**src/rtl/ppt_pkg.sv**
```systemverilog
// Package for the planar pose transform: angle and vector formats,
// CORDIC arctangent table and operation codes. No dependencies.
package ppt_pkg;

   localparam int ANG_FRAC      = 28;
   localparam int TRIG_FRAC     = 30;
   localparam int ANGLE_BITS    = 34;
   localparam int VEC_BITS      = 34;
   localparam int TRIG_MAG_BITS = 32;
   localparam int ATAN_COUNT    = 24;

   typedef logic signed [ANGLE_BITS-1:0] angle_type;
   typedef logic signed [VEC_BITS-1:0]   vec_type;

   localparam angle_type PI_Q28      = 34'sd843314857;
   localparam angle_type HALF_PI_Q28 = 34'sd421657428;
   localparam vec_type   GAIN_Q30    = 34'sd652032874;

   localparam angle_type ATAN_Q28 [ATAN_COUNT] = '{
      34'sd210828714, 34'sd124459457, 34'sd65760959, 34'sd33381290,
      34'sd16755422,  34'sd8385879,   34'sd4193963,  34'sd2097109,
      34'sd1048571,   34'sd524287,    34'sd262144,   34'sd131072,
      34'sd65536,     34'sd32768,     34'sd16384,    34'sd8192,
      34'sd4096,      34'sd2048,      34'sd1024,     34'sd512,
      34'sd256,       34'sd128,       34'sd64,       34'sd32
   };

   typedef enum logic [1:0] {
      OP_COMPOSE,
      OP_RELATIVE,
      OP_ADD,
      OP_SUBTRACT
   } op_type;

endpackage

```
**src/rtl/ppt_cordic_stage.sv**
```systemverilog
// One rotation-mode CORDIC iteration with its pipeline register; carries
// the item's side data along. Depends on ppt_pkg.
module ppt_cordic_stage import ppt_pkg::*; #(
   parameter int IDX    = 0,
   parameter int SIDE_W = 230
) (
   input  logic              clock,
   input  logic              reset,
   input  logic              en,
   input  logic              src_valid,
   input  vec_type           src_x,
   input  vec_type           src_y,
   input  angle_type         src_z,
   input  logic [SIDE_W-1:0] src_side,
   output logic              valid_ff,
   output vec_type           x_ff,
   output vec_type           y_ff,
   output angle_type         z_ff,
   output logic [SIDE_W-1:0] side_ff
);

   vec_type   x_in, y_in, dx, dy;
   angle_type z_in;

   always_comb begin
      dx = src_y >>> IDX;
      dy = src_x >>> IDX;
      if (src_z >= 0) begin
         x_in = src_x - dx;
         y_in = src_y + dy;
         z_in = src_z - ATAN_Q28[IDX];
      end else begin
         x_in = src_x + dx;
         y_in = src_y - dy;
         z_in = src_z + ATAN_Q28[IDX];
      end
   end

   always_ff @(posedge clock) begin
      if (reset) begin
         valid_ff <= 1'b0;
      end else if (en) begin
         valid_ff <= src_valid;
      end
   end

   always_ff @(posedge clock) begin
      if (en) begin
         x_ff    <= x_in;
         y_ff    <= y_in;
         z_ff    <= z_in;
         side_ff <= src_side;
      end
   end

endmodule

```
**config.mk**
```make
export PLATFORM = sky130hd
export DESIGN_NAME = ppt_cordic_stage
export DESIGN_NICKNAME = d
export VERILOG_FILES = /design/src/rtl/ppt_pkg.sv /design/src/rtl/ppt_cordic_stage.sv
export SDC_FILE = /design/constraint.sdc
export NUM_CORES = 1
export LEC_CHECK = 0
export BUFFER_PORTS_ARGS = -buffer_cell sky130_fd_sc_hd__buf_2
export CAP_MARGIN = 10
export CORE_AREA = 3 3 261 263
export CTS_CLUSTER_DIAMETER = 60
export DETAILED_ROUTE_END_ITERATION = 7
export DIE_AREA = 0 0 264 266
export GPL_TIMING_DRIVEN = 0
export REMOVE_ABC_BUFFERS = 1
export SYNTH_ARGS = -nofsm -noshare
export SYNTH_HDL_FRONTEND = slang
export SYNTH_SLANG_ARGS = --single-unit
```
**constraint.sdc**
```tcl
create_clock -name clock -period 5.85 [get_ports clock]
set_input_delay 1.17 -clock clock [delete_from_list [all_inputs] [get_ports clock]]
set_output_delay 1.17 -clock clock [all_outputs]
set_load 0.01 [all_outputs]
```
# Yosys cells after proc, flatten, opt, wreduce, memory -nomap -nowiden

Cells that the tools add are included.

Word-level logic and storage cells: 14
Output and inout bits: 333
Register bits: 333

Muxes and demuxes: 3
Add/subtract/negate cells: 5
Magnitude comparators: 1

Operators by type and width:

| operator                 | number |
|---|---|
| $mux W34                 | 3 |
| $sub A34 B34 Y34         | 2 |
| $add A34 B29 Y34 const B | 1 |
| $add A34 B34 Y34         | 1 |
| $ge A34 B1 Y1 const B    | 1 |
| $sub A34 B29 Y34 const B | 1 |

# Logic depth before layout (Yosys ltp)

Gate-level depths: netlist of the first run.

Word-level depth: 2
Depth in mapped cells: 21

# Worst setup path after synthesis of the first run

No wires, ideal clock.

Path kind: in2reg
Start point: input port src_z[33]
End point: register z_ff[33], data pin
Library setup time: 0.259 ns
Stages on the path: 19
Buffers on the path: 2
Arrival: 5.371 ns
Slack: 0.220 ns
Path through: inv_1 -> ha_1 -> nor4b_1 -> nand4_1 -> nor4_1 -> nand4_1 -> nand2_1 -> clkbuf_1 -> buf_1 -> ha_1 -> and2_1 -> a311o_1 -> a2bb2oi_1 -> nand4_1 -> a31o_1 -> a31o_1 -> a221oi_2 -> nor4b_1 -> a211o_1

Cells in the longest elaborated chain, start to end: 2

RTL lines:

| what                                           | line                   | text |
|---|---|---|
| from (decl)                                    | ppt_cordic_stage.sv:13 | `input angle_type src_z,` |
| $add A34 B29 Y34, or another cell as far along | ppt_cordic_stage.sv:35 | `z_in = src_z + ATAN_Q28[IDX];` |
| $mux W34 *                                     | ppt_cordic_stage.sv:28 | `if (src_z >= 0) begin` |
| net z_in[33]                                   | ppt_cordic_stage.sv:23 | `angle_type z_in;` |
| to (signal assigned)                           | ppt_cordic_stage.sv:51 | `z_ff <= z_in;` |
| to (decl)                                      | ppt_cordic_stage.sv:18 | `output angle_type z_ff,` |

Mark *: on every way through the listed nets, which the timed path passes. The rest lies on a longest branch.
A chain may end at the register's enable or synchronous reset.

# Worst setup path in the final report of the first run

Same ends and word-level chain as after synthesis.

==> flow_summary.json, run 1 <==
{
  "viasPerCell": 4.85,
  "synth_cells": 1443,
  "yosysSeqAreaShare_pct": 57.1,
  "finish.utilization_pct": 35.2,
  "first_pass_iters": 5,
  "final_nets": 2584,
  "overflow": 0,
  "start_kind": "input port",
  "root_buffer": "clkbuf_16",
  "htree_levels": 2,
  "routedWlPerCell_um": 22.1,
  "io_pins": 669,
  "initialDrtViolationCount": 1230,
  "async_reset_ff_share_pct": 0,
  "hpwl_mm": 54.3,
  "grt_usage_pct": 17.8,
  "grt_pass1_vias": 14400,
  "cts_tree": "yes",
  "min_path_type": "reg -> reg",
  "cts.sinks": 332,
  "layout_common_cells": "667 x buf_2, 331 x edfxtp_1, 137 x a21oi_1",
  "fin_skew_ps": 0,
  "rows": 94,
  "cts_buffers": 44,
  "leakagePower_nw": 10.1,
  "drc": 0,
  "antenna_found_initial": 33,
  "powerDensity_nw_per_um2": 304,
  "drv_cap": 0,
  "slowest_stage": "ha_1",
  "crit_type": "in -> reg",
  "cts_max_path_buffers": 3,
  "postCtsHoldBufs": 0,
  "synth_edf_count": 331,
  "die_w_um": 264,
  "outcome": "completed",
  "slew_headroom_pct": 40.8,
  "rsz0062_at_grt": "false",
  "cts_setup_buffers": 0,
  "insertion_delay_ps": 550,
  "syn_area_per_cell_um2": 12.1,
  "holdWs_ps": 497,
  "num_vias": 14600,
  "clk_pin_slew_ps": 60,
  "drive_above_1_share_pct": 35.0,
  "syn_area_um2": 17500,
  "post-route-period-util_pct": 93.4,
  "placed_area_um2": 21800,
  "synthFlopType": "edfxtp_1",
  "setup_tns_ps": 0,
  "routed_wl_mm": 66.8,
  "port_buffers": 668,
  "hold_viol": 0,
  "cp_max_fo": 32,
  "die-height_um": 266,
  "vdd_drop_max_uv": 172,
  "finalWorstSetupSlack_ps": 386,
  "max_freq_ghz": 0.183,
  "finalMaxSlewViolations": 0,
  "yosysUniqueCellTypes": 73,
  "ant_nets": 0,
  "core_area_um2": 65900,
  "synth_seq_cells": 332,
  "endpoint_kind": "flop",
  "gp_congestion": 0.895,
  "grt_pass1_wl_mm": 94.6,
  "stdcell_area_um2": 23200,
  "final_common_cell": "buf_2",
  "yosysWarnings": 0,
  "syn2layout_area_growth_pct": 32.9,
  "cts_resized": 0,
  "crit_family": "compound AO/OA/AOI/OAI gates",
  "worst_slew_pin_slew_ps": 888,
  "required_ps": 6140,
  "grt_max_degree": 114,
  "cp.arrival_ps": 5760,
  "post-route-min-period_ps": 5460,
  "cp_cell_sequence": "buf_2 -> inv_1 -> ha_1 -> nor4b_1 -> nand4_1 -> nor4_1 -> nand4_1 -> nand2_4 -> inv_2 -> ha_1 -> a21o_1 -> a311o_1 -> a2bb2oi_1 -> nand4_1 -> a31o_1 -> a31o_1 -> a221oi_2 -> nor4b_1 -> a211o_1",
  "start_util_pct": 26.5,
  "crit_path_frequent_cell": "nand4_1",
  "cp_num_buf_inv": 3,
  "cp_slowest_stage_delay_ps": 490,
  "die_area_um2": 70200,
  "place_ws_ps": -117,
  "finalSetupViolCount": 0
}
worst reg2reg max path: stages (launching register included):
cell     delay [ps]
dfxtp_1         310
mux2i_1         120
nor2_1           50
cell usage after synthesis, types with 17 or more instances:
master / count / share of area [%]
nand3_1: 22 / 0.63
nand4_1: 19 / 0.68
ha_1: 131 / 9.4
clkbuf_1: 25 / 0.54
a21o_1: 47 / 2.0
a31oi_1: 17 / 0.61
nor2_1: 86 / 1.8
mux2i_1: 20 / 1.1
o21bai_1: 28 / 1.2
o21ai_0: 51 / 1.5
nor4_1: 18 / 0.65
nor3_1: 19 / 0.54
inv_1: 107 / 2.3
edfxtp_1: 331 / 57
xor2_1: 21 / 1.1
xnor2_1: 72 / 3.6
nand2_1: 56 / 1.2
a21oi_1: 137 / 3.9
cells by family after synthesis:
| kind of cell | Yosys count | synth area share [%] |
|---|---|---|
| DFF | 332 | 57.1 |
| adders and majority gates | 135 | 9.85 |
| and+or+nand+nor | 300 | 8.71 |
| buffers and inverters | 159 | 3.49 |
| AOI/OAI and AO/OA | 404 | 15.1 |
| muxes | 20 | 1.15 |
| xor gates and xnor gates | 93 | 4.67 |
report_power, final:
| group | internal, W | total (W) | switching (W) |
|---|---|---|---|
| clock | 0.00148 | 0.00252 | 0.00104 |
| combinational | 0.000573 | 0.00151 | 0.000939 |
| sequential | 0.00293 | 0.00301 | 0.0000774 |
| total | 0.00498 | 0.00704 | 0.00206 |
stage by stage:
step                std cells  total power, W
floorplan                1395         0.00382
CTS                      3010         0.00713
global route             3018         0.00737
detailed placement       2931         0.00456
finish                   3020         0.00704
global placement         2927         0.00457
path summary, 6_finish.rpt:
path / cells after the start / slack [ps] / startpoint / to
worst max-delay path: 19 / 390 / src_z[33] / z_ff[33]
worst min-delay path: 2 / 500 / valid_ff / valid_ff
worst max register to register: 2 / 5270 / valid_ff / valid_ff
worst min register to register: 2 / 500 / valid_ff / valid_ff
metal layers:
layer	vias to the layer above	track usage (%)	share of wire [%]
li1	6753	-	-
met3	151	3.10	6.1
met4	0	7.02	3.9
met1	7056	20.6	38
met2	683	32.6	52
met5	-	0	0
layout make-up:
class	count	area [µm²]
Antenna cell	10	25.0
Clock buffer	56	1170
Clock inverter	23	199
Fill cell	6598	42700
Inverter	111	417
Multi-Input combinational cell	952	6890
Sequential cell	332	9960
Tap cell	864	1080
Timing Repair Buffer	672	3460
state kept, by name, summed over array words and instances, names as in the netlist:
name and flops:
side_ff 230, valid_ff 1, x_ff 34, y_ff 33, z_ff 34
(Power assumes the default switching activity.)
==> run 2: changes to the inputs <==
CORE_AREA = 2 2 260 262   (was 3 3 261 263)
DIE_AREA = 0 0 262 264   (was 0 0 264 266)
clock period = 6.85 ns   (was 5.85 ns; I/O delays follow)
==> flow_summary.json, run 2 (synthesis gave the netlist of run 1 again) <==
{
  "outcome": "completed",
  "cts_resized": 0,
  "leakagePower_nw": 10.2,
  "cp_slowest_stage_delay_ps": 510,
  "postCtsHoldBufs": 0,
  "finalMaxSlewViolations": 0,
  "rsz0062_at_grt": "false",
  "stdcell_area_um2": 23300,
  "viasPerCell": 4.84,
  "insertion_delay_ps": 570,
  "finalSetupViolCount": 0,
  "max_freq_ghz": 0.176,
  "grt_pass1_wl_mm": 91.2,
  "cp_cell_sequence": "buf_2 -> inv_1 -> ha_1 -> nor4b_1 -> nand4_1 -> nor4_1 -> nand4_1 -> nand2_4 -> inv_4 -> ha_1 -> a21o_1 -> a311o_1 -> a2bb2oi_1 -> nand4_1 -> a31o_1 -> a31o_1 -> a221oi_2 -> nor4b_1 -> a211o_1",
  "cts.sinks": 332,
  "post-route-min-period_ps": 5690,
  "rows": 95,
  "min_path_type": "reg -> reg",
  "cp.arrival_ps": 6010,
  "root_buffer": "clkbuf_16",
  "cts_max_path_buffers": 3,
  "use_met2_pct": 31.4,
  "required_ps": 7170,
  "hpwl_mm": 52.5,
  "p_switching_w": 0.00180,
  "num_vias": 14700,
  "routedWlPerCell_um": 21.4,
  "start_util_pct": 26.2,
  "routed_wl_mm": 65.0,
  "met3_usage_pct": 3.49,
  "dp.cells": 2939,
  "fin_skew_ps": 0,
  "drv_cap": 0,
  "crit_path_frequent_cell": "nand4_1",
  "powerDensity_nw_per_um2": 262,
  "grt_pass1_vias": 14300,
  "io_pins": 669,
  "cts_buffers": 44,
  "seqPwrFrac_pct": 42.1,
  "regMostFlops": "side_ff",
  "first_pass_iters": 5,
  "syn2layout_area_growth_pct": 33.4,
  "endpoint_kind": "flop",
  "cts_tree": "yes",
  "die_area_um2": 69200,
  "p_clk_share_pct": 36.8,
  "post-route-period-util_pct": 83.0,
  "port_buffers": 668,
  "ant_nets": 0,
  "slowest_stage": "ha_1",
  "initialDrtViolationCount": 1238,
  "core_area_um2": 66600,
  "grt_usage_pct": 17.7,
  "overflow": 0,
  "crit_type": "in -> reg",
  "vdd_drop_max_uv": 160,
  "gr-max-usage-layer": "met2",
  "die-height_um": 264,
  "clk_pin_slew_ps": 60,
  "internal_power_w": 0.00431,
  "swShare_pct": 29.5,
  "top_regs": "side_ff (230), x_ff (34), z_ff (34)",
  "grt_use_met1_pct": 19.9,
  "grt_max_degree": 131,
  "htree_levels": 2,
  "final_common_cell": "buf_2",
  "largest_register_ffs": 230,
  "cp_max_fo": 72,
  "combPwrFrac_pct": 21.1,
  "die_w_um": 262,
  "hold_viol": 0,
  "layout_common_cells": "667 x buf_2, 331 x edfxtp_1, 137 x a21oi_1",
  "gp_congestion": 0.904,
  "slew_headroom_pct": 38.2,
  "start_kind": "input port",
  "antenna_found_initial": 31,
  "final_nets": 2583,
  "instances_no_fill": 3034,
  "drive_above_1_share_pct": 35.3,
  "placed_area_um2": 21800,
  "drc": 0,
  "cts_setup_buffers": 0,
  "worst_slew_pin_slew_ps": 928
}
==> run 2: changes by cell type in the layout (fill, tap and decap cells not counted), sizes merged <==
cell	change
clkinvlp	-4
clkbuf	-5
diode	+3
inv	+2
buf	-1
clkinv	+9
bufinv	+1
==> run 2: final timing paths <==
check,startpoint,to,slack [ps],depth (start not counted)
worst max-delay path,src_z[33],z_ff[33],1160,19
worst min-delay path,valid_ff,valid_ff,490,2
worst max register to register,valid_ff,valid_ff,6270,2
worst min register to register,valid_ff,valid_ff,490,2
==> run 2: power groups by stage <==
stage               clock (W)  sequential (W)  combinational (W)
finish                0.00225         0.00257            0.00129
global route          0.00240         0.00259            0.00139
CTS                   0.00232         0.00257            0.00129
detailed placement          0         0.00261            0.00128
global placement            0         0.00263            0.00127
floorplan                   0         0.00272           0.000541
==> run 2: stage by stage <==
stage                     TNS, ps  utilization (%)  hold slack, ps  total power, W  setup slack, ps
after global placement    -232380             32.6             483         0.00390            -3170
final                           0             35.0             491         0.00611             1160
after floorplan             -1200                -             528         0.00326             -495
after global routing            0             35.0             550         0.00638              835
after detailed placement        0             32.7             484         0.00389              616
after CTS                       0             34.9             501         0.00618             1220
==> run 2: metal layers <==
layer | share of wire (%) | wire (µm)
met4 | 4.3 | 2780
met1 | 37 | 24200
met2 | 51 | 33200
met3 | 7.5 | 4850
met5 | 0 | 0
==> run 2: worst max-delay path: cells and delay by family <==
family | cells | cell delay, ps
buffers and inverters | 3 | 540
AOI/OAI and AO/OA | 7 | 2030
adders and majority gates | 2 | 670
and+or+nand+nor | 7 | 1360
==> run 2: area by class of cell <==
type	instances	area, µm²
antenna	13	32.5
timing repair buffer	671	3440
inverter	111	419
sequential	332	9960
fill	6742	43300
tap	873	1090
multi-input combinational	952	6890
clock buffer	51	1150
clock inverter	31	298
