### config.mk
export PLATFORM = sky130hd
export DESIGN_NAME = ppt_prep
export DESIGN_NICKNAME = d
export VERILOG_FILES = /design/src/rtl/ppt_pkg.sv /design/src/rtl/ppt_prep.sv
export SDC_FILE = /design/constraint.sdc
export NUM_CORES = 1
export LEC_CHECK = 0
export ABC_AREA = 0
export BUFFER_PORTS_ARGS = -buffer_cell sky130_fd_sc_hd__buf_2
export CORE_MARGIN = 2
export CORE_UTILIZATION = 51
export DETAILED_ROUTE_END_ITERATION = 7
export GPL_TIMING_DRIVEN = 0
export PLACE_DENSITY = 0.89
export SLEW_MARGIN = 10
export SYNTH_ARGS = -nofsm -noshare
export SYNTH_HDL_FRONTEND = slang
export SYNTH_SLANG_ARGS = --single-unit
### constraint.sdc
create_clock -name clock -period 8.08 [get_ports clock]
set_clock_uncertainty 0.2 [all_clocks]
set_input_delay 1.212 -clock clock [delete_from_list [all_inputs] [get_ports clock]]
set_output_delay 1.212 -clock clock [all_outputs]
set_load 0.01 [all_outputs]
### src/rtl/ppt_pkg.sv
// Package for the planar pose transform: angle and vector formats,
// CORDIC arctangent table and operation codes. No dependencies.
package ppt_pkg;

   localparam int ANG_FRAC      = 28;
   localparam int TRIG_FRAC     = 30;
   localparam int ANGLE_BITS    = 34;
   localparam int VEC_BITS      = 34;
   localparam int TRIG_MAG_BITS = 32;
   localparam int ATAN_COUNT    = 24;

   typedef logic signed [ANGLE_BITS-1:0] angle_type;
   typedef logic signed [VEC_BITS-1:0]   vec_type;

   localparam angle_type PI_Q28      = 34'sd843314857;
   localparam angle_type HALF_PI_Q28 = 34'sd421657428;
   localparam vec_type   GAIN_Q30    = 34'sd652032874;

   localparam angle_type ATAN_Q28 [ATAN_COUNT] = '{
      34'sd210828714, 34'sd124459457, 34'sd65760959, 34'sd33381290,
      34'sd16755422,  34'sd8385879,   34'sd4193963,  34'sd2097109,
      34'sd1048571,   34'sd524287,    34'sd262144,   34'sd131072,
      34'sd65536,     34'sd32768,     34'sd16384,    34'sd8192,
      34'sd4096,      34'sd2048,      34'sd1024,     34'sd512,
      34'sd256,       34'sd128,       34'sd64,       34'sd32
   };

   typedef enum logic [1:0] {
      OP_COMPOSE,
      OP_RELATIVE,
      OP_ADD,
      OP_SUBTRACT
   } op_type;

endpackage

### src/rtl/ppt_prep.sv
// Input stage: angle reduction and folding for the CORDIC, heading wrap or
// clamp, position differences and sums. Depends on ppt_pkg.
module ppt_prep import ppt_pkg::*; #(
   parameter int POSITION_BITS = 32,
   parameter int HEADING_BITS  = 18,
   parameter int SIDE_W        = 6 * 32 + 18 + 8
) (
   input  logic                            clock,
   input  logic                            reset,
   input  logic                            en,
   input  logic                            in_valid,
   input  op_type                          op,
   input  logic signed [POSITION_BITS-1:0] a_x,
   input  logic signed [POSITION_BITS-1:0] a_y,
   input  logic signed [HEADING_BITS-1:0]  a_heading,
   input  logic signed [POSITION_BITS-1:0] b_x,
   input  logic signed [POSITION_BITS-1:0] b_y,
   input  logic signed [HEADING_BITS-1:0]  b_heading,
   output logic                            valid_ff,
   output angle_type                       z_ff,
   output logic [SIDE_W-1:0]               side_ff
);

   localparam int SHIFT = ANG_FRAC - (HEADING_BITS - 4);
   localparam longint PI_H = (longint'(PI_Q28) + (longint'(1) << (SHIFT - 1))) >>> SHIFT;
   localparam logic signed [HEADING_BITS+1:0] PI_HW = (HEADING_BITS + 2)'(PI_H);
   localparam logic signed [HEADING_BITS:0] HMAX = (HEADING_BITS + 1)'((longint'(1) << (HEADING_BITS - 1)) - 1);
   localparam logic signed [HEADING_BITS:0] HMIN = -HMAX - 1;

   angle_type                        z_in;
   logic [SIDE_W-1:0]                side_in;
   logic                             flip;
   logic signed [HEADING_BITS:0]     hs;
   logic signed [HEADING_BITS+1:0]   hw;
   logic signed [HEADING_BITS-1:0]   hout;
   logic                             hsat;
   logic signed [POSITION_BITS:0]    sx, sy, dx, dy, u, w;

   always_comb begin
      z_in = angle_type'(b_heading);
      z_in = z_in <<< SHIFT;
      if (z_in > PI_Q28) begin
         z_in = z_in - (PI_Q28 <<< 1);
      end else if (z_in < -PI_Q28) begin
         z_in = z_in + (PI_Q28 <<< 1);
      end
      flip = 1'b0;
      if (z_in > HALF_PI_Q28) begin
         z_in = z_in - PI_Q28;
         flip = 1'b1;
      end else if (z_in < -HALF_PI_Q28) begin
         z_in = z_in + PI_Q28;
         flip = 1'b1;
      end

      if (op == OP_COMPOSE || op == OP_ADD) begin
         hs = (HEADING_BITS + 1)'(a_heading) + (HEADING_BITS + 1)'(b_heading);
      end else begin
         hs = (HEADING_BITS + 1)'(a_heading) - (HEADING_BITS + 1)'(b_heading);
      end
      hw = (HEADING_BITS + 2)'(hs);
      for (int k = 0; k < 3; k++) begin
         if (hw > PI_HW) begin
            hw = hw - (PI_HW <<< 1);
         end else if (hw < -PI_HW) begin
            hw = hw + (PI_HW <<< 1);
         end
      end

      hsat = 1'b0;
      if (op == OP_COMPOSE || op == OP_RELATIVE) begin
         hout = hw[HEADING_BITS-1:0];
      end else if (hs > HMAX) begin
         hout = HMAX[HEADING_BITS-1:0];
         hsat = 1'b1;
      end else if (hs < HMIN) begin
         hout = HMIN[HEADING_BITS-1:0];
         hsat = 1'b1;
      end else begin
         hout = hs[HEADING_BITS-1:0];
      end

      dx = (POSITION_BITS + 1)'(a_x) - (POSITION_BITS + 1)'(b_x);
      dy = (POSITION_BITS + 1)'(a_y) - (POSITION_BITS + 1)'(b_y);
      if (op == OP_ADD) begin
         sx = (POSITION_BITS + 1)'(a_x) + (POSITION_BITS + 1)'(b_x);
         sy = (POSITION_BITS + 1)'(a_y) + (POSITION_BITS + 1)'(b_y);
      end else begin
         sx = dx;
         sy = dy;
      end
      if (op == OP_COMPOSE) begin
         u = (POSITION_BITS + 1)'(a_x);
         w = (POSITION_BITS + 1)'(a_y);
      end else begin
         u = dx;
         w = dy;
      end
      side_in = {flip, hsat, hout, sy, sx, b_y, b_x, w, u, op};
   end

   always_ff @(posedge clock) begin
      if (reset) begin
         valid_ff <= 1'b0;
      end else if (en) begin
         valid_ff <= in_valid;
      end
   end

   always_ff @(posedge clock) begin
      if (en) begin
         z_ff    <= z_in;
         side_ff <= side_in;
      end
   end

endmodule

## After elaboration in Yosys (flattened, before gate mapping)

Cells that the tools add are included.

- Register bits after elaboration: 253
- Input port bits: 170

- Add/sub/neg operators: 16
- Order comparisons: 12
- Equal/unequal tests: 2
- Mux-type cells: 21
- Reductions and logical operators: 3

Operators by type and width:

| operator | count |
|---|---|
| 34-bit 2-to-1 mux | 4 |
| 33-bit 2-to-1 mux | 4 |
| 18-bit 2-to-1 mux | 5 |
| 20-bit 2-to-1 mux | 4 |
| 32-bit by 32-bit adder with 33-bit output | 2 |
| 32-bit by 32-bit subtractor with 33-bit output | 2 |
| 20-bit by 17-bit greater-than comparator with 1-bit output (second input constant) | 2 |
| 20-bit by 17-bit < comparator with 1-bit output (second input constant) | 2 |
| 34-bit by 31-bit adder with 34-bit output (second input constant) | 1 |
| 34-bit by 30-bit greater-than comparator with 1-bit output (second input constant) | 1 |
| 34-bit by 30-bit < comparator with 1-bit output (second input constant) | 1 |
| 34-bit by 31-bit subtractor with 34-bit output (second input constant) | 1 |
| 32-bit by 32-bit adder with 33-bit output (second input constant) | 1 |
| 32-bit by 32-bit subtractor with 33-bit output (second input constant) | 1 |
| 32-bit by 31-bit greater-than comparator with 1-bit output (second input constant) | 1 |
| 32-bit by 31-bit < comparator with 1-bit output (second input constant) | 1 |
| 19-bit by 18-bit adder with 20-bit output (second input constant) | 1 |
| 20-bit by 18-bit adder with 20-bit output (second input constant) | 1 |
| 19-bit by 18-bit subtractor with 20-bit output (second input constant) | 1 |
| 20-bit by 18-bit subtractor with 20-bit output (second input constant) | 1 |
| 18-bit by 18-bit adder with 19-bit output | 1 |
| 19-bit by 17-bit greater-than comparator with 1-bit output (second input constant) | 1 |
| 19-bit by 18-bit greater-than comparator with 1-bit output (second input constant) | 1 |
| 19-bit by 17-bit < comparator with 1-bit output (second input constant) | 1 |
| 10 further kinds | 13 |

## Depth between registers and ports, before layout

Gate-level depths: netlist of the first run.

- Depth after elaboration: 13
- Gate-level depth with buffers: 34
- Mapped depth without buffers: 29

## Worst setup path before layout of the first run

No wires, ideal clock.

- Path type: input port to flip-flop
- Start point: input port b_heading[1]
- End point: register side_ff[208] (data pin)
- Data arrival time: 8.398 ns
- Required time: 7.621 ns
- Path slack: -0.777 ns
- Stages: 30
- Buffers on the path: 4
- Cells stage by stage: inv_1 > ha_1 > or4b_1 > clkbuf_1 > o21ai_0 > xnor2_1 > ha_1 > a21o_1 > a2111o_1 > o221a_2 > buf_2 > or4_1 > a311o_1 > a211o_1 > a21oi_4 > o32ai_2 > xor2_1 > nand2_1 > or4_1 > a31o_1 > buf_2 > buf_6 > a22oi_1 > xnor2_1 > nand2_1 > a311o_1 > o21ai_4 > nand3_1 > and3_1 > o31a_1

- Cells in the longest elaborated chain, start to end: 12
- Elaborated cells on any way between the ends: 26
- Those cells by class: add/sub (8); order compare (8); mux (10)

RTL lines:

| what | line | RTL |
|---|---|---|
| from (decl) | ppt_prep.sv:18 | `input logic signed [HEADING_BITS-1:0] b_heading,` |
| 18-bit by 18-bit subtractor with 19-bit output or 18-bit by 18-bit adder with 19-bit output (tied branches) | ppt_prep.sv:59, ppt_prep.sv:57 |  |
| 19-bit 2-to-1 mux (*) | ppt_prep.sv:56 | `if (op == OP_COMPOSE \|\| op == OP_ADD) begin` |
| 19-bit by 18-bit adder with 20-bit output or 19-bit by 17-bit < comparator with 1-bit output (tied branches) | ppt_prep.sv:66, ppt_prep.sv:65 |  |
| 20-bit 2-to-1 mux | ppt_prep.sv:65 | `end else if (hw < -PI_HW) begin` |
| 20-bit 2-to-1 mux | ppt_prep.sv:63 | `if (hw > PI_HW) begin` |
| 20-bit by 18-bit adder with 20-bit output or 20-bit by 17-bit < comparator with 1-bit output (tied branches) | ppt_prep.sv:66, ppt_prep.sv:65 |  |
| 20-bit 2-to-1 mux | ppt_prep.sv:65 |  |
| 20-bit 2-to-1 mux | ppt_prep.sv:63 |  |
| 18-bit adder or 20-bit by 17-bit < comparator with 1-bit output (tied branches) | ppt_prep.sv:66, ppt_prep.sv:65 |  |
| 18-bit 2-to-1 mux | ppt_prep.sv:65 |  |
| 18-bit 2-to-1 mux | ppt_prep.sv:63 |  |
| 18-bit 2-to-1 mux (*) | ppt_prep.sv:71 | `if (op == OP_COMPOSE \|\| op == OP_RELATIVE) begin` |
| via hout[10] | ppt_prep.sv:35 | `logic signed [HEADING_BITS-1:0] hout;` |
| to (signal assigned) | ppt_prep.sv:113 | `side_ff <= side_in;` |
| to (decl) | ppt_prep.sv:21 | `output logic [SIDE_W-1:0] side_ff` |

Mark *: on every way through the listed nets, which the timed path passes. The rest lies on a longest branch.
A chain may end at the register's enable or synchronous reset.

## Worst setup path after layout of the first run

- Start point: input port b_heading[1]
- End point: register side_ff[210] (data pin)

The elaborated chain is that of the path after synthesis.

==> reports/qor.yml, run 1 <==
status: "finished, violations left"
violations: "setup timing"
path_max_fanout: 8
grt_pass1_vias: 18940
drive_gt1_frac: 0.2853
drc_errors: 0
cp.required_ns: 8.17
setup_ws_ns: -0.2587
rsz0062_at_grt: "true"
tightest_slew_ns: 1.025
die_area_mm2: 0.04046
dp_hpwl_um: 50240
die_h_um: 201.2
io_pins: 423
ys_seq_area_frac: 0.3767
wire_per_inst_um: 21.47
post-place-cells: 3087
place.gp.congestion: 0.9535
min_from: "valid_ff"
area_growth_pct: 29.34
clock_sinks: 249
min_path_type: "reg2reg"
ctsLongestPathBuffers: 3
initial_utilization: 0.5154
vias_per_cell: 6.099
crit_arrival_ns: 8.43
r2r_start: "valid_ff"
seqPwrFrac: 0.199
fin_area_mm2: 0.02564
dp_slack_ns: -1.934
synth_common_cells: "edfxtp_1, nor2_1, a21oi_1, ha_1, xnor2_1"
endpoint_kind: "flop"
cts-htree-levels: 1
max-vdd-ir-drop_mv: 0.4278
drt_pass1_iterations: 8
finalHoldViolCount: 0
cts_buffers: 28
synth_top_area_frac: 0.3757
combPwrFrac: 0.652
grt_pass1_wl_um: 103200
netlist_top_cells_area: "edfxtp_1, ha_1, xnor2_1, a21oi_1, o21ai_0"
slew_headroom: 0.2991
synth-edff-count: 248
async_flop_share: 0
p_int_w: 0.005144
p_per_area_mw_per_mm2: 350.5
die_x_um: 201.2
row_count: 72
pwr-share-clk: 0.149
cts_hold_buf: 0
ys_types: 104
swShare: 0.4277
synth.largest_area_cell: "edfxtp_1"
synthMostInstantiatedCell: "edfxtp_1"
tritoncts: "built"
grt_start_max_net_pins: 94
antenna_found_initial: 13
path_class: "in2reg"
switchingPower_w: 0.003844
period_share: 1.032
crit_start: "b_heading[1]"
path_clk_slew_ns: 0.06
syn_area_mm2: 0.01982
slew_violations: 0
drv_cap: 0
postRouteAntennaNets: 0
place_area_mm2: 0.02280
ys_ff_latch: 249
clock_latency_ns: 0.58
netlist_instances: 2151
fin_cells: 3241
leakage_nw: 10.92
ys.flop_type: "edfxtp_1"
cts-root-buf: "clkbuf_16"
routed_wl_um: 69580
setup_violations: 13
max_stage_delay_ns: 0.52
fmax_mhz: 119.9
nets: 3023
portBuffers: 416
core_mm2: 0.03847
vias: 19770
track_usage: 0.3194
period_minus_slack_ns: 8.339
synth_warnings: 0
critPathSlowestCell: "or4b_4"
drtIter0Drc: 1814
synth_nets: 2482
grt_overflow_total: 0
whs_ns: 0.3098
start_kind: "input port"
avgSynthCellArea_um2: 9.216
-- metrics by stage --
stage            util  power, W  TNS [ns]
3_3_place_gp   0.5909  0.005732    -21.95
3_5_place_dp   0.5926  0.005825    -23.63
4_1_cts        0.6442  0.008125    -1.524
6_report       0.6665  0.008988    -2.349
2_1_floorplan       -  0.004801    -3.795
5_1_grt        0.6662  0.009356    -4.012
-- what timing repair did --
action / CTS / global route
setup endpoints to repair: 13 / 13
cloned: 2 / 1
hold endpoints to repair: 0 / 0
buffers inserted: 60 / 40
resized for setup: 103 / 92
pin swaps: 57 / 52
-- cell usage in the layout (no fill, tap or decap), types with 25 or more instances in the layout --
cell / count
edfxtp_1: 248
ha_1: 145
o21ai_0: 142
buf_4: 96
clkbuf_16: 29
o31ai_1: 25
nor2_1: 196
a21oi_1: 169
xor2_1: 35
a21o_1: 35
inv_1: 147
nand2_1: 136
clkbuf_1: 82
buf_2: 412
nor3_1: 45
a31oi_1: 26
nand3_1: 39
xnor2_1: 125
nand2b_1: 28
o21bai_1: 27
-- final cells by class --
| cell class | instances | area [um2] |
|---|---|---|
| fill | 2888 | 12830 |
| multi-input combinational | 1646 | 12500 |
| sequential | 249 | 7467 |
| timing repair buffer | 520 | 3042 |
| clock buffer | 33 | 719.4 |
| tap | 518 | 648.1 |
| inverter | 154 | 598.1 |
| buffer | 93 | 410.4 |
| clock inverter | 18 | 226.5 |
| antenna | 10 | 25.02 |
-- per-layer routing --
| metal | wire length (um) | track usage | share of wire |
|---|---|---|---|
| met5 | 77 | 0 | 0.0011 |
| met4 | 4017 | 0.1616 | 0.058 |
| met3 | 6635 | 0.06155 | 0.095 |
| met2 | 33430 | 0.5517 | 0.48 |
| met1 | 25420 | 0.3799 | 0.37 |
-- worst paths after layout --
path         slack (ns)  cells past startpoint      endpoint
max               -0.26                     32  side_ff[210]
min                0.31                      2      valid_ff
max reg2reg        7.28                      2      valid_ff
min reg2reg        0.31                      2      valid_ff
-- worst max-delay path: cells and delay by family --
family	cells	cell delay (ns)
compound gates	14	3.69
xor+xnor	3	0.60
fa+ha+maj	2	0.36
buf+inv	7	1.02
simple gates	6	1.53
-- power groups by stage --
| stage | Clock (W) | Combinational [W] | Sequential, W |
|---|---|---|---|
| floorplan | 0 | 0.00288 | 0.00192 |
| global placement | 0 | 0.00391 | 0.00182 |
| detailed placement | 0 | 0.00401 | 0.00181 |
| finish | 0.00134 | 0.00586 | 0.00179 |
| global route | 0.00139 | 0.00616 | 0.00181 |
| CTS | 0.00135 | 0.00498 | 0.00179 |
-- state kept, by name (all words and copies together), names as in the netlist --
register,count
z_ff,31
side_ff,217
valid_ff,1
-- logic make-up (layout without fill, tap and decap cells) --
logic type / Yosys count / after routing / share of synthesized area
and+or+nand+nor: 593 / 593 / 0.1436
muxes: 21 / 21 / 0.01086
adders and majority gates: 161 / 161 / 0.1035
other: 0 / 10 / 0
DFF: 249 / 249 / 0.3767
AOI/OAI and AO/OA: 668 / 669 / 0.2233
xor gates and xnor gates: 202 / 202 / 0.09171
buffers and inverters: 257 / 818 / 0.05037
No activity file was read; power rests on OpenSTA's default activity.
==> run 2: changes to the inputs <==
--- a/config.mk
+++ b/config.mk
@@ -9,9 +9,10 @@
 export BUFFER_PORTS_ARGS = -buffer_cell sky130_fd_sc_hd__buf_2
 export CORE_MARGIN = 2
 export CORE_UTILIZATION = 51
+export CTS_CLUSTER_DIAMETER = 50
 export DETAILED_ROUTE_END_ITERATION = 7
 export GPL_TIMING_DRIVEN = 0
-export PLACE_DENSITY = 0.89
+export PLACE_DENSITY = 0.85
 export SLEW_MARGIN = 10
 export SYNTH_ARGS = -nofsm -noshare
 export SYNTH_HDL_FRONTEND = slang
==> run 2 against run 1 <==
Against the previous run: the run still ends with setup timing left; hold slack got worse by 0.016 ns; critical path depth increased by 1; sequential cell count unchanged; clock power increased by 14%; via count decreased by 0.65%; wire length decreased by 0.51%; non-clock buffer count increased by 19; critical endpoint is now side_ff[208]; highest routed layer unchanged.
==> reports/qor.yml, run 2 (synthesis gave the netlist of run 1 again) <==
cp.required_ns: 8.19  # +0.02 ns
min_path_type: "reg2reg"
ctsLongestPathBuffers: 3  # unchanged
grt_pass1_vias: 18720  # -1.2%
routed_wl_um: 69220  # -0.51%
portBuffers: 416  # unchanged
drtIter0Drc: 1685  # -7.1%
die_x_um: 201.2  # unchanged
initial_utilization: 0.5154  # unchanged
crit_arrival_ns: 8.43  # about the same
fmax_mhz: 120.3  # +0.33%
grt_overflow_total: 0  # unchanged
vias_per_cell: 6.004  # -1.6%
path_buf_inv: 7  # unchanged
final_common_cell: "buf_2"
postRouteAntennaNets: 0  # unchanged
drt_pass1_iterations: 5  # -3
p_int_w: 0.005425  # +5.5%
vias: 19640  # -0.65%
endpoint_kind: "flop"
wire_per_inst_um: 21.16  # -1.4%
grt_pass1_wl_um: 102100  # -1.0%
whs_ns: 0.2943  # -0.01553 ns
die_h_um: 201.2  # unchanged
start_kind: "input port"
cts_buffers: 35  # +25%
switchingPower_w: 0.004033  # +4.9%
period_minus_slack_ns: 8.312  # -0.02708 ns
tightest_slew_ns: 1.017  # -0.008037 ns
die_area_mm2: 0.04046  # unchanged
grt_start_max_net_pins: 103  # +9.6%
drive_gt1_frac: 0.2970  # +0.01172
finalHoldViolCount: 0  # unchanged
drv_cap: 0  # unchanged
path_class: "in2reg"
r2r_start: "valid_ff"
io_pins: 423  # unchanged
slew_violations: 0  # unchanged
antenna_found_initial: 9  # -4
p_per_area_mw_per_mm2: 363.3  # +3.6%
dp_hpwl_um: 49930  # -0.61%
worst-r2r-cell-count: 2  # unchanged
top_register: "side_ff"
max_stage_delay_ns: 0.44  # -0.08 ns
critical_path.endpoint: "side_ff[208]"
pwr-share-clk: 0.162  # +0.013
crit_family: "compound AO/OA/AOI/OAI gates"
drc_errors: 0  # unchanged
path_max_fanout: 6  # -2
cp_num_cells: 33  # +3.1%
combPwrFrac: 0.648  # -0.004
place.gp.congestion: 0.9795  # +2.7%
crit_start: "b_heading[1]"
post-route-util: 0.6768  # +0.01021
most-common-layout-cells: "buf_2, edfxtp_1, nor2_1"
largest_reg_flops: 217  # unchanged
rsz0062_at_grt: "true"
leakage_nw: 11.12  # +1.8%
largestRegisters: "side_ff (217), z_ff (31), valid_ff (1)"
n_fill_cell: 2856  # -1.1%
track_usage: 0.3191  # -0.0003404
seqPwrFrac: 0.190  # -0.009
setup_ws_ns: -0.2317  # +0.02708 ns
rr_endpoint: "valid_ff"
status: "finished, violations left"
nets: 3049  # +0.86%
fin_setup_tns_ns: -2.178  # +0.1713 ns
cts-htree-levels: 2  # +1
critPathSlowestCell: "a311o_2"
slew_headroom: 0.3221  # +0.02302
row_count: 72  # unchanged
swShare: 0.4264  # -0.001325
core_mm2: 0.03847  # unchanged
period_share: 1.029  # -0.003351
clock_latency_ns: 0.55  # -0.03 ns
clock_sinks: 249  # unchanged
path_clk_slew_ns: 0.06  # about the same
tritoncts: "built"
area_growth_pct: 31.32
cts-root-buf: "clkbuf_16"
reg2reg_slack_ns: 7.30  # +0.02 ns
max-vdd-ir-drop_mv: 0.4486  # +4.9%
violations: "setup timing"
setup_violations: 13  # unchanged
[run 2: repair_timing]
action                     in CTS  in global routing
hold buffers                    0                  0
resized for setup             102                104
gates cloned                    2                  3
pin swaps                      50                 89
setup endpoints to repair      13                 13
setup buffers                  62                 56
[run 2: power by group through the flow]
stage | Sequential, W | Clock (W) | Combinational, W
after floorplan | 0.00192 | 0 | 0.00288
after global placement | 0.00182 | 0 | 0.00393
after detailed placement | 0.00182 | 0 | 0.00401
after CTS | 0.00179 | 0.00155 | 0.00495
after global routing | 0.00181 | 0.00160 | 0.00642
final | 0.00179 | 0.00153 | 0.00613
[run 2: worst min path at each step]
| stage | startpoint | endpoint | slack (ns) | cells past startpoint |
|---|---|---|---|---|
| 6_report | valid_ff | valid_ff | 0.29 | 2 |
| 5_1_grt | valid_ff | valid_ff | 0.36 | 2 |
| 4_1_cts | valid_ff | valid_ff | 0.30 | 2 |
| 3_5_place_dp | valid_ff | valid_ff | 0.29 | 2 |
| 3_3_place_gp | valid_ff | valid_ff | 0.27 | 2 |
| 2_1_floorplan | valid_ff | valid_ff | 0.33 | 2 |
[run 2: worst min-delay path, delay by kind of cell, from the launching register on]
family / cells / cell delay, ns
AND/OR/NAND/NOR: 1 / 0.07
flip-flops: 1 / 0.32
multiplexers: 1 / 0.06
[run 2: final cells by class]
class,instances,area [um2],share of cell area
diodes,9,22.52,0.0008651
plain buffers,93,421.7,0.01620
clock buffers,36,879.6,0.03379
clock inverters,27,262.8,0.01009
inverters,154,598.1,0.02297
multi-input cells,1646,12530,0.4814
flip-flops and latches,249,7467,0.2868
well taps,518,648.1,0.02490
repair buffers,539,3202,0.1230
[run 2: stage by stage]
step / cell area [um2] / power [W] / instances / worst slack (ns)
2_1_floorplan: 20000 / 0.004801 / 2151 / -0.4209
3_3_place_gp: 22730 / 0.005756 / 3085 / -1.794
3_5_place_dp: 22800 / 0.005828 / 3087 / -1.903
4_1_cts: 25000 / 0.008295 / 3206 / -0.1407
5_1_grt: 26020 / 0.009834 / 3267 / -0.4083
6_report: 26030 / 0.009458 / 3271 / -0.2317
[run 2: routing by layer]
layer,vias up,global-route usage,part of all wire
li1,8984,-,-
met1,9331,0.3873,0.38
met2,1108,0.5559,0.49
met4,4,0.1344,0.044
met3,211,0.05960,0.088
met5,-,0,0.00033
